===== src/rtl/srd_pkg.sv =====
`default_nettype none

package srd_pkg;

    localparam logic [7:0] SYM_FEND  = 8'hC0;
    localparam logic [7:0] SYM_FESC  = 8'hDB;
    localparam logic [7:0] SYM_TFEND = 8'hDC;
    localparam logic [7:0] SYM_TFESC = 8'hDD;

    localparam int CFG_W   = 11;
    localparam int INDEX_W = 10;
    localparam int LEN_W   = 11;

    typedef enum logic [1:0] {
        ERR_NONE       = 2'd0,
        ERR_OVERFLOW   = 2'd1,
        ERR_BAD_ESCAPE = 2'd2
    } srd_err_t;

    typedef struct packed {
        logic               byte_valid;
        logic [7:0]         byte_value;
        logic [INDEX_W-1:0] byte_index;
        logic               frame_done;
        logic [LEN_W-1:0]   frame_length;
        srd_err_t           error_code;
    } srd_result_t;

endpackage

`default_nettype wire


===== src/rtl/srd_stage.sv =====
`default_nettype none

// One pipeline register with valid/stall flow control.
module srd_stage #(
    parameter int WIDTH = 8
) (
    input  wire logic             clk,
    input  wire logic             rst_n,
    input  wire logic             in_valid,
    output logic                  in_stall,
    input  wire logic [WIDTH-1:0] in_data,
    output logic                  out_valid,
    input  wire logic             out_stall,
    output logic      [WIDTH-1:0] out_data
);

    logic             valid_reg;
    logic             valid_next;
    logic [WIDTH-1:0] data_reg;
    logic             load;

    // The register takes a new item whenever it is empty or its item leaves.
    assign in_stall   = valid_reg && out_stall;
    assign load       = in_valid && !in_stall;
    assign valid_next = load || (valid_reg && out_stall);

    always_ff @(posedge clk or negedge rst_n)
    begin
        if (!rst_n)
        begin
            valid_reg <= 1'b0;
        end
        else
        begin
            valid_reg <= valid_next;
        end
    end

    always_ff @(posedge clk)
    begin
        if (load)
        begin
            data_reg <= in_data;
        end
    end

    assign out_valid = valid_reg;
    assign out_data  = data_reg;

endmodule

`default_nettype wire


===== src/rtl/srd_decode.sv =====
`default_nettype none

module srd_decode
    import srd_pkg::*;
#(
    parameter int MAX_FRAME_DEPTH = 1024
) (
    input  wire logic             clk,
    input  wire logic             rst_n,
    input  wire logic             fire,
    input  wire logic [7:0]       rx_byte,
    input  wire logic             cfg_write,
    input  wire logic [CFG_W-1:0] cfg_data,
    output srd_result_t           result
);

    // The limit never exceeds the largest register value, so the position
    // needs at most as many bits as the register.
    localparam int DEPTH_BITS = $clog2(MAX_FRAME_DEPTH + 1);
    localparam int POS_W = (DEPTH_BITS > CFG_W) ? CFG_W : DEPTH_BITS;
    localparam int LIMIT_RESET = (MAX_FRAME_DEPTH < 1024) ? MAX_FRAME_DEPTH : 1024;

    logic             in_sync_reg;
    logic             in_sync_next;
    logic             escape_reg;
    logic             escape_next;
    logic [POS_W-1:0] pos_reg;
    logic [POS_W-1:0] pos_next;
    logic [POS_W-1:0] limit_reg;
    logic [POS_W-1:0] limit_next;
    logic [LEN_W-1:0] pos_wide;
    logic             cfg_over;

    // Saturate the configured maximum to the frame depth as it is written.
    assign cfg_over   = 32'(cfg_data) > 32'(MAX_FRAME_DEPTH);
    assign limit_next = cfg_over ? POS_W'(MAX_FRAME_DEPTH) : POS_W'(cfg_data);

    assign pos_wide = LEN_W'(pos_reg);

    always_comb
    begin
        in_sync_next = in_sync_reg;
        escape_next  = escape_reg;
        pos_next     = pos_reg;
        result       = '0;

        if (!in_sync_reg)
        begin
            if (rx_byte == SYM_FEND)
            begin
                in_sync_next = 1'b1;
            end
        end
        else if (rx_byte == SYM_FEND)
        begin
            if (pos_reg != '0)
            begin
                result.frame_done   = 1'b1;
                result.frame_length = pos_wide;
                pos_next            = '0;
                escape_next         = 1'b0;
            end
        end
        else if (pos_reg >= limit_reg)
        begin
            result.error_code = ERR_OVERFLOW;
            in_sync_next      = 1'b0;
            escape_next       = 1'b0;
            pos_next          = '0;
        end
        else if (escape_reg)
        begin
            if (rx_byte == SYM_TFESC || rx_byte == SYM_TFEND)
            begin
                result.byte_valid = 1'b1;
                result.byte_value = (rx_byte == SYM_TFESC) ? SYM_FESC : SYM_FEND;
                result.byte_index = pos_wide[INDEX_W-1:0];
                pos_next          = pos_reg + 1'b1;
                escape_next       = 1'b0;
            end
            else
            begin
                result.error_code = ERR_BAD_ESCAPE;
                in_sync_next      = 1'b0;
                escape_next       = 1'b0;
                pos_next          = '0;
            end
        end
        else if (rx_byte == SYM_FESC)
        begin
            escape_next = 1'b1;
        end
        else
        begin
            result.byte_valid = 1'b1;
            result.byte_value = rx_byte;
            result.byte_index = pos_wide[INDEX_W-1:0];
            pos_next          = pos_reg + 1'b1;
        end
    end

    always_ff @(posedge clk or negedge rst_n)
    begin
        if (!rst_n)
        begin
            in_sync_reg <= 1'b0;
            escape_reg  <= 1'b0;
            pos_reg     <= '0;
            limit_reg   <= POS_W'(LIMIT_RESET);
        end
        else
        begin
            if (fire)
            begin
                in_sync_reg <= in_sync_next;
                escape_reg  <= escape_next;
                pos_reg     <= pos_next;
            end
            if (cfg_write)
            begin
                limit_reg <= limit_next;
            end
        end
    end

`ifndef NO_ASSERTIONS
    a_error_drops_sync: assert property (@(posedge clk) disable iff (!rst_n)
        fire && result.error_code != ERR_NONE |=> !in_sync_reg && pos_reg == '0)
        else $error("error did not drop sync");

    a_hunt_is_clean: assert property (@(posedge clk) disable iff (!rst_n)
        !in_sync_reg |-> pos_reg == '0 && !escape_reg)
        else $error("state left over while hunting");

    a_done_nonempty: assert property (@(posedge clk) disable iff (!rst_n)
        fire && result.frame_done |=> pos_reg == '0 && in_sync_reg)
        else $error("frame end did not restart the frame");

    a_byte_advances: assert property (@(posedge clk) disable iff (!rst_n)
        fire && result.byte_valid |=> pos_reg == $past(pos_reg) + 1'b1)
        else $error("position did not advance on a data byte");
`endif

endmodule

`default_nettype wire


===== src/rtl/slip_receive_deframer.sv =====
`default_nettype none

// Channel  Handshake           Payload
// input    in_valid/in_stall   rx_byte
// result   out_valid/out_stall byte_valid byte_value byte_index frame_done
//                              frame_length error_code
// config   cfg_valid/cfg_ready max_frame_bytes
//
// Every item gives one result, one item per cycle while the result is not stalled.
// The rate is set by the single decode step between the input and result registers.
// Reset clears sync, escape, position; frame limit = min(MAX_FRAME_DEPTH, 1024) bytes.
// A stalled result holds the result register and then the input register;
// configuration writes are taken in any cycle.
module slip_receive_deframer
    import srd_pkg::*;
#(
    parameter int MAX_FRAME_DEPTH = 1024
) (
    input  wire logic               clk,
    input  wire logic               rst_n,
    input  wire logic               in_valid,
    output logic                    in_stall,
    input  wire logic [7:0]         rx_byte,
    output logic                    out_valid,
    input  wire logic               out_stall,
    output logic                    byte_valid,
    output logic [7:0]              byte_value,
    output logic [INDEX_W-1:0]      byte_index,
    output logic                    frame_done,
    output logic [LEN_W-1:0]        frame_length,
    output logic [1:0]              error_code,
    input  wire logic               cfg_valid,
    output logic                    cfg_ready,
    input  wire logic [CFG_W-1:0]   max_frame_bytes
);

    logic        rx_valid;
    logic [7:0]  rx_data;
    logic        res_stall;
    logic        fire;
    srd_result_t res_in;
    srd_result_t res_out;

    assign cfg_ready = 1'b1;

    srd_stage #(
        .WIDTH(8)
    ) u_in_stage (
        .clk      (clk),
        .rst_n    (rst_n),
        .in_valid (in_valid),
        .in_stall (in_stall),
        .in_data  (rx_byte),
        .out_valid(rx_valid),
        .out_stall(res_stall),
        .out_data (rx_data)
    );

    assign fire = rx_valid && !res_stall;

    srd_decode #(
        .MAX_FRAME_DEPTH(MAX_FRAME_DEPTH)
    ) u_decode (
        .clk      (clk),
        .rst_n    (rst_n),
        .fire     (fire),
        .rx_byte  (rx_data),
        .cfg_write(cfg_valid && cfg_ready),
        .cfg_data (max_frame_bytes),
        .result   (res_in)
    );

    srd_stage #(
        .WIDTH($bits(srd_result_t))
    ) u_out_stage (
        .clk      (clk),
        .rst_n    (rst_n),
        .in_valid (rx_valid),
        .in_stall (res_stall),
        .in_data  (res_in),
        .out_valid(out_valid),
        .out_stall(out_stall),
        .out_data (res_out)
    );

    assign byte_valid   = res_out.byte_valid;
    assign byte_value   = res_out.byte_value;
    assign byte_index   = res_out.byte_index;
    assign frame_done   = res_out.frame_done;
    assign frame_length = res_out.frame_length;
    assign error_code   = res_out.error_code;

endmodule

`default_nettype wire


===== config.mk =====
export PLATFORM = sky130hd
export DESIGN_NAME = slip_receive_deframer
export DESIGN_NICKNAME = d
export VERILOG_FILES = /design/src/rtl/srd_pkg.sv /design/src/rtl/srd_stage.sv /design/src/rtl/srd_decode.sv /design/src/rtl/slip_receive_deframer.sv
export SDC_FILE = /design/constraint.sdc
export NUM_CORES = 1
export LEC_CHECK = 0
export BUFFER_PORTS_ARGS = -buffer_cell sky130_fd_sc_hd__buf_2
export CAP_MARGIN = 10
export CORE_MARGIN = 2
export CORE_UTILIZATION = 59
export CTS_CLUSTER_SIZE = 40
export DETAILED_ROUTE_END_ITERATION = 7
export PLACE_DENSITY = 0.95
export SLEW_MARGIN = 10
export SYNTH_ARGS = -nofsm -noshare
export SYNTH_HDL_FRONTEND = slang
export SYNTH_SLANG_ARGS = --single-unit

===== constraint.sdc =====
create_clock -name clk -period 5.6 [get_ports clk]
set_clock_uncertainty 0.2 [all_clocks]
set_input_delay 0.28 -clock clk [delete_from_list [all_inputs] [get_ports clk]]
set_output_delay 0.28 -clock clk [all_outputs]
set_load 0.03 [all_outputs]

# After elaboration in Yosys (flattened, before gate mapping)

Cells that the tools add are included.

Flip-flop bits (word level): 67
Logic and storage cells: 66

$lt $le $gt $ge: 2
Bitwise operators: 2
Equal/unequal tests: 6
Reduce and logical (&&, ||, !) cells: 17
Muxes and demuxes: 26
Add/subtract/negate cells: 1

Operators with widths:

| operator                | number |
|---|---|
| $mux W11                | 7 |
| $mux W19                | 3 |
| $eq A8 B8 Y1 const B    | 4 |
| $mux W1                 | 13 |
| $mux W12                | 1 |
| $add A11 B1 Y11 const B | 1 |
| $ge A11 B11 Y1          | 1 |
| $gt A11 B11 Y1 const B  | 1 |
| $reduce_bool A11 Y1     | 1 |
| $reduce_and A3 Y1       | 2 |
| $mux W5                 | 1 |
| $logic_and A1 B1 Y1     | 4 |
| $ne A4 B1 Y1 const B    | 1 |
| $reduce_and A4 Y1       | 1 |
| $reduce_or A4 Y1        | 1 |
| $logic_or A1 B1 Y1      | 3 |
| $reduce_or A3 Y1        | 1 |
| $logic_not A1 Y1        | 2 |
| $mux W2                 | 1 |
| $ne A2 B2 Y1 const B    | 1 |
| $not A1 Y1              | 2 |
| $reduce_and A2 Y1       | 1 |
| $reduce_or A2 Y1        | 1 |

# Longest topological paths before layout

Depth in word-level cells: 7
Gate-level depth with buffers: 9

# Cells and area by module

From an unflattened synthesis, not the netlist that was laid out.

Cells, all modules: 278
Area total of the unflattened synthesis: 3,230.6 um^2

By module, submodules not included:

| module                  | instances | area an instance (um^2) | cells each | sequential area each (um^2) |
|---|---|---|---|---|
| srd_decode              | 1         | 1,874.3                 | 226        | 601.8 |
| srd_stage (u_out_stage) | 1         | 1,041.0                 | 37         | 1,016.0 |
| srd_stage (u_in_stage)  | 1         | 290.3                   | 12         | 265.3 |
| slip_receive_deframer   | 1         | 25.0                    | 3          | 0.0 |

# Worst setup path after synthesis

OpenSTA, ideal clock, no wires.

Kind: register -> register
Start point: register u_out_stage.valid_reg (netlist: u_out_stage.out_valid)
End point: register u_decode.pos_reg[6]
Cell stages (with the launch flop): 7
Setup slack: 2,884 ps
Clock period less this slack: 2,716 ps
Arrival time: 2,390 ps
Data required time: 5,274 ps
Path buffers: 1
Path through: dfrtp_1 nand2_1 and2_1 and3_1 o31ai_2 buf_4 a221o_1

Longest elaborated chain between the ends: 4

RTL lines:

| what                        | line                        | RTL |
|---|---|---|
| from (decl)                 | srd_stage.sv:17             | `logic valid_reg;` |
| from (signal assigned)      | srd_stage.sv:35             | `valid_reg <= valid_next;` |
| $logic_and A1 B1 Y1         | srd_stage.sv:23             | `assign in_stall = valid_reg && out_stall;` |
| $logic_not A1 Y1            | slip_receive_deframer.sv:59 | `assign fire = rx_valid && !res_stall;` |
| $logic_and A1 B1 Y1         | slip_receive_deframer.sv:59 |  |
| net fire                    | slip_receive_deframer.sv:40 | `logic fire;` |
| $reduce_and A4 Y1 (no line) | n/a                         |  |
| to (signal assigned)        | srd_decode.sv:117           | `pos_reg <= pos_next;` |
| to (decl)                   | srd_decode.sv:27            | `logic [POS_W-1:0] pos_reg;` |

The timed path passes the listed nets, and every way through them passes these cells.
A chain may end at the register's enable or synchronous reset.

# Worst setup path after layout

Start point: register u_decode.limit_reg[10]
End point: register u_decode.pos_reg[3]

Longest elaborated chain between the ends: 3

RTL lines:

| what                                                           | line              | RTL |
|---|---|---|
| from (decl)                                                    | srd_decode.sv:29  | `logic [POS_W-1:0] limit_reg;` |
| from (signal assigned)                                         | srd_decode.sv:109 | `limit_reg <= POS_W'(LIMIT_RESET);` |
| from (signal assigned)                                         | srd_decode.sv:121 | `limit_reg <= limit_next;` |
| $ge A11 B11 Y1 *                                               | srd_decode.sv:64  | `else if (pos_reg >= limit_reg)` |
| $ne A4 B1 Y1 (no line) / $mux W11 (equally long branches)      | n/a               |  |
| $reduce_and A4 Y1 (no line) / $mux W11 (equally long branches) | n/a               |  |

Every way passes the cells marked *; elsewhere a longest branch is shown, timed or not.

==> results.md <==
- Number of cell rows: 26
- Sum Neg Setup Slack: 0 ps
- Netlist cell types: 48
- Worst setup path category: flip-flop to flip-flop
- Starting Density: 0.6154
- Hpwl dp: 4487 um
- Dominant synthesized flop cell: edfxtp_1
- Outcome: finished clean
- Top area cells in the synthesized netlist: edfxtp_1, dfrtp_1, ha_1
- Syn Area/Cell: 11.89 um2
- Initial antenna violation count: 0
- Number of setup violations in the final report: 0
- Drt drc: 0
- Post-synth EDFFs: 41
- Layout area overhead: 22.98%
- Met3 usage: 0.04353
- I/O Buffers: 58
- Post-synthesis cell count: 266
- Final nets: 382
- Largest net degree at the start of global routing: 37
- Antenna cells: 0
- Final count of pins violating max slew: 0
- PnR worst setup slack: 2499 ps
- H-tree depth: 3
- Yosys reg bits: 67
- Leakage: 1.707 nW
- Grt peak-use layer: met2
- Final WL: 6655 um
- Largest area contributor in the netlist: edfxtp_1
- Hold_ws: 1.230 ps
- Worst setup EP type: flip-flop
- Mux contribution to synthesized area: 0.01028
- Compound-Gate Fraction of Synth Area: 0.09929
- Post-synth ARST share: 0.3881
- Req. time, crit path: 5680 ps
- Simple-gate share of the synthesized area: 0.2065
- First-pass GRT wire length: 10670 um
- DIE AREA: 5963 um2
- Top-level port count: 60
- Arr. time, crit path: 3180 ps
- Worst Tran Pin Value: 926.4 ps
- Type of the worst min-delay path: primary input to flip-flop
- Most numerous cell in the Yosys netlist: edfxtp_1
- Seq/Total Area, Yosys: 0.5953
- Via count: 2385
- CTS sink count: 67
- F_max: 322.5 MHz
- First-pass DRT Iterations: 5
- Post-Synth Adder-Cell Area: 0.05142
- Die Y: 77.22 um
- Cell Area, Synth: 3163 um2
- Number of flip-flops in the largest register: 33
- Clk pin slew, worst setup/hold paths: 70 ps
- Inst Count DP: 386
- Crit-path max FO: 12
- Vias in the first global route: 2259
- Met1 usage: 0.2833
- Yosys warning count: 0
- Antenna Nets Post-Route: 0
- Clock Latency Late Sink: 340 ps
- XOR/XNOR Fraction of Synth Area: 0
- Gr usage total: 0.2349
- Syn_nets: 303
- Power Density: 391.7 nW/um2
- Clock Root Buffer: clkbuf_8
- CTS Buffer Depth: 2
- CORE AREA: 5140 um2
- Layout cells sized above 1: 0.2743
- Commonest cells post-synth: edfxtp_1, dfrtp_1, nor2_1, and2_1, nand2_1
- DR iter-0 viols: 173
- TritonCTS Buffers: 9
- Die width: 77.22 um
- Final cell count without fillers: 420
- CP startpoint kind: flip-flop
- GRT overflow: 0
- Met2 GRT Util: 0.3922
- Avg Vias per Cell: 5.679
- Max-slew headroom: 0.3787
- Placement Setup Slack: 2612 ps
- Max-cap viol count: 0
- Period minus WS final: 3101 ps
- RSZ-0062 raised after global routing: no
- Hold Fails Final Rpt: 0
- VDD IR max: 258.4 uV
- Final Cycle Share: 0.5537
- Gp weighted congestion: 0.8018
- CTS tree: yes
- Routed WL per cell: 15.85 um
- Share of the synthesized area in the top cell type: 0.3892
- Combinational family with the most area after synthesis: simple AND/OR/NAND/NOR gates
cell type report:
class	count	area, um2
clock buffers	12	145.1
clock inverters	4	73.82
fillers	352	1250
inverters	15	56.30
multi-input cells	175	1166
flip-flops and latches	67	1883
well taps	70	87.58
repair buffers	77	478.0
per-layer routing:
metal	routed length, um	part of all wire
met4	218	0.033
met2	3318	0.50
met1	2668	0.40
met5	0	0
met3	448	0.067
where the power goes:
group / switching (mW) / total (mW) / internal (mW)
registers: 0.0801 / 0.685 / 0.605
logic: 0.249 / 0.399 / 0.151
clock network: 0.176 / 0.439 / 0.263
logic make-up (layout without fill, tap and decap cells):
family	Yosys count	after routing
AND/OR/NAND/NOR	115	115
flip-flops	67	67
AO/OA/AOI/OAI	43	43
buffers and inverters	24	108
adder cells (fa/ha/maj)	13	13
multiplexers	3	3
other	1	1
path summary, 6_finish.rpt:
check / startpoint / to / slack [ps] / cells past startpoint
setup / recovery: u_decode.limit_reg[10] / u_decode.pos_reg[3] / 2500 / 8
hold / removal: max_frame_bytes[0] / u_decode.limit_reg[0] / 1 / 3
setup reg to reg: u_decode.limit_reg[10] / u_decode.pos_reg[3] / 2500 / 8
hold reg to reg: u_in_stage.out_valid / u_out_stage.out_valid / 280 / 1
max in group asynchronous: rst_n / u_decode.pos_reg[10] / 4490 / 2
min in group asynchronous: rst_n / u_decode.limit_reg[5] / 320 / 2
stage by stage:
step | utilization | power (mW) | area (um2)
after floorplan | - | 0.9695 | 3163
after CTS | 0.7568 | 1.518 | 3890
after detailed placement | 0.6792 | 1.071 | 3491
after global placement | 0.6792 | 1.051 | 3491
final | 0.7568 | 1.524 | 3890
after global routing | 0.7568 | 1.589 | 3890
repair_timing:
action / CTS / global route
hold buffers: 18 / 0
gates resized for setup: 0 / 0
buffers inserted: 0 / 0
hold endpoints to repair: 42 / 0
layout by cell type, fill, tap and decap left out, types with 8 or more instances in the layout:
| master | n |
|---|---|
| a221o_1 | 8 |
| and2_1 | 16 |
| and3_1 | 9 |
| and3_2 | 9 |
| buf_2 | 58 |
| clkbuf_8 | 10 |
| dfrtp_1 | 25 |
| dlygate4sd3_1 | 18 |
| edfxtp_1 | 41 |
| ha_1 | 13 |
| inv_1 | 15 |
| nand2_1 | 16 |
| nand3_1 | 10 |
| nor2_1 | 21 |
| o21ai_0 | 12 |
critical path, cell delays in order (launching register included):
cell	delay (ps)
dfstp_2	520
inv_1	50
ha_1	320
and4_1	230
a221o_1	310
nor2_1	210
o21ai_1	110
o31ai_2	790
a221o_1	290
(Power assumes the default switching activity.)
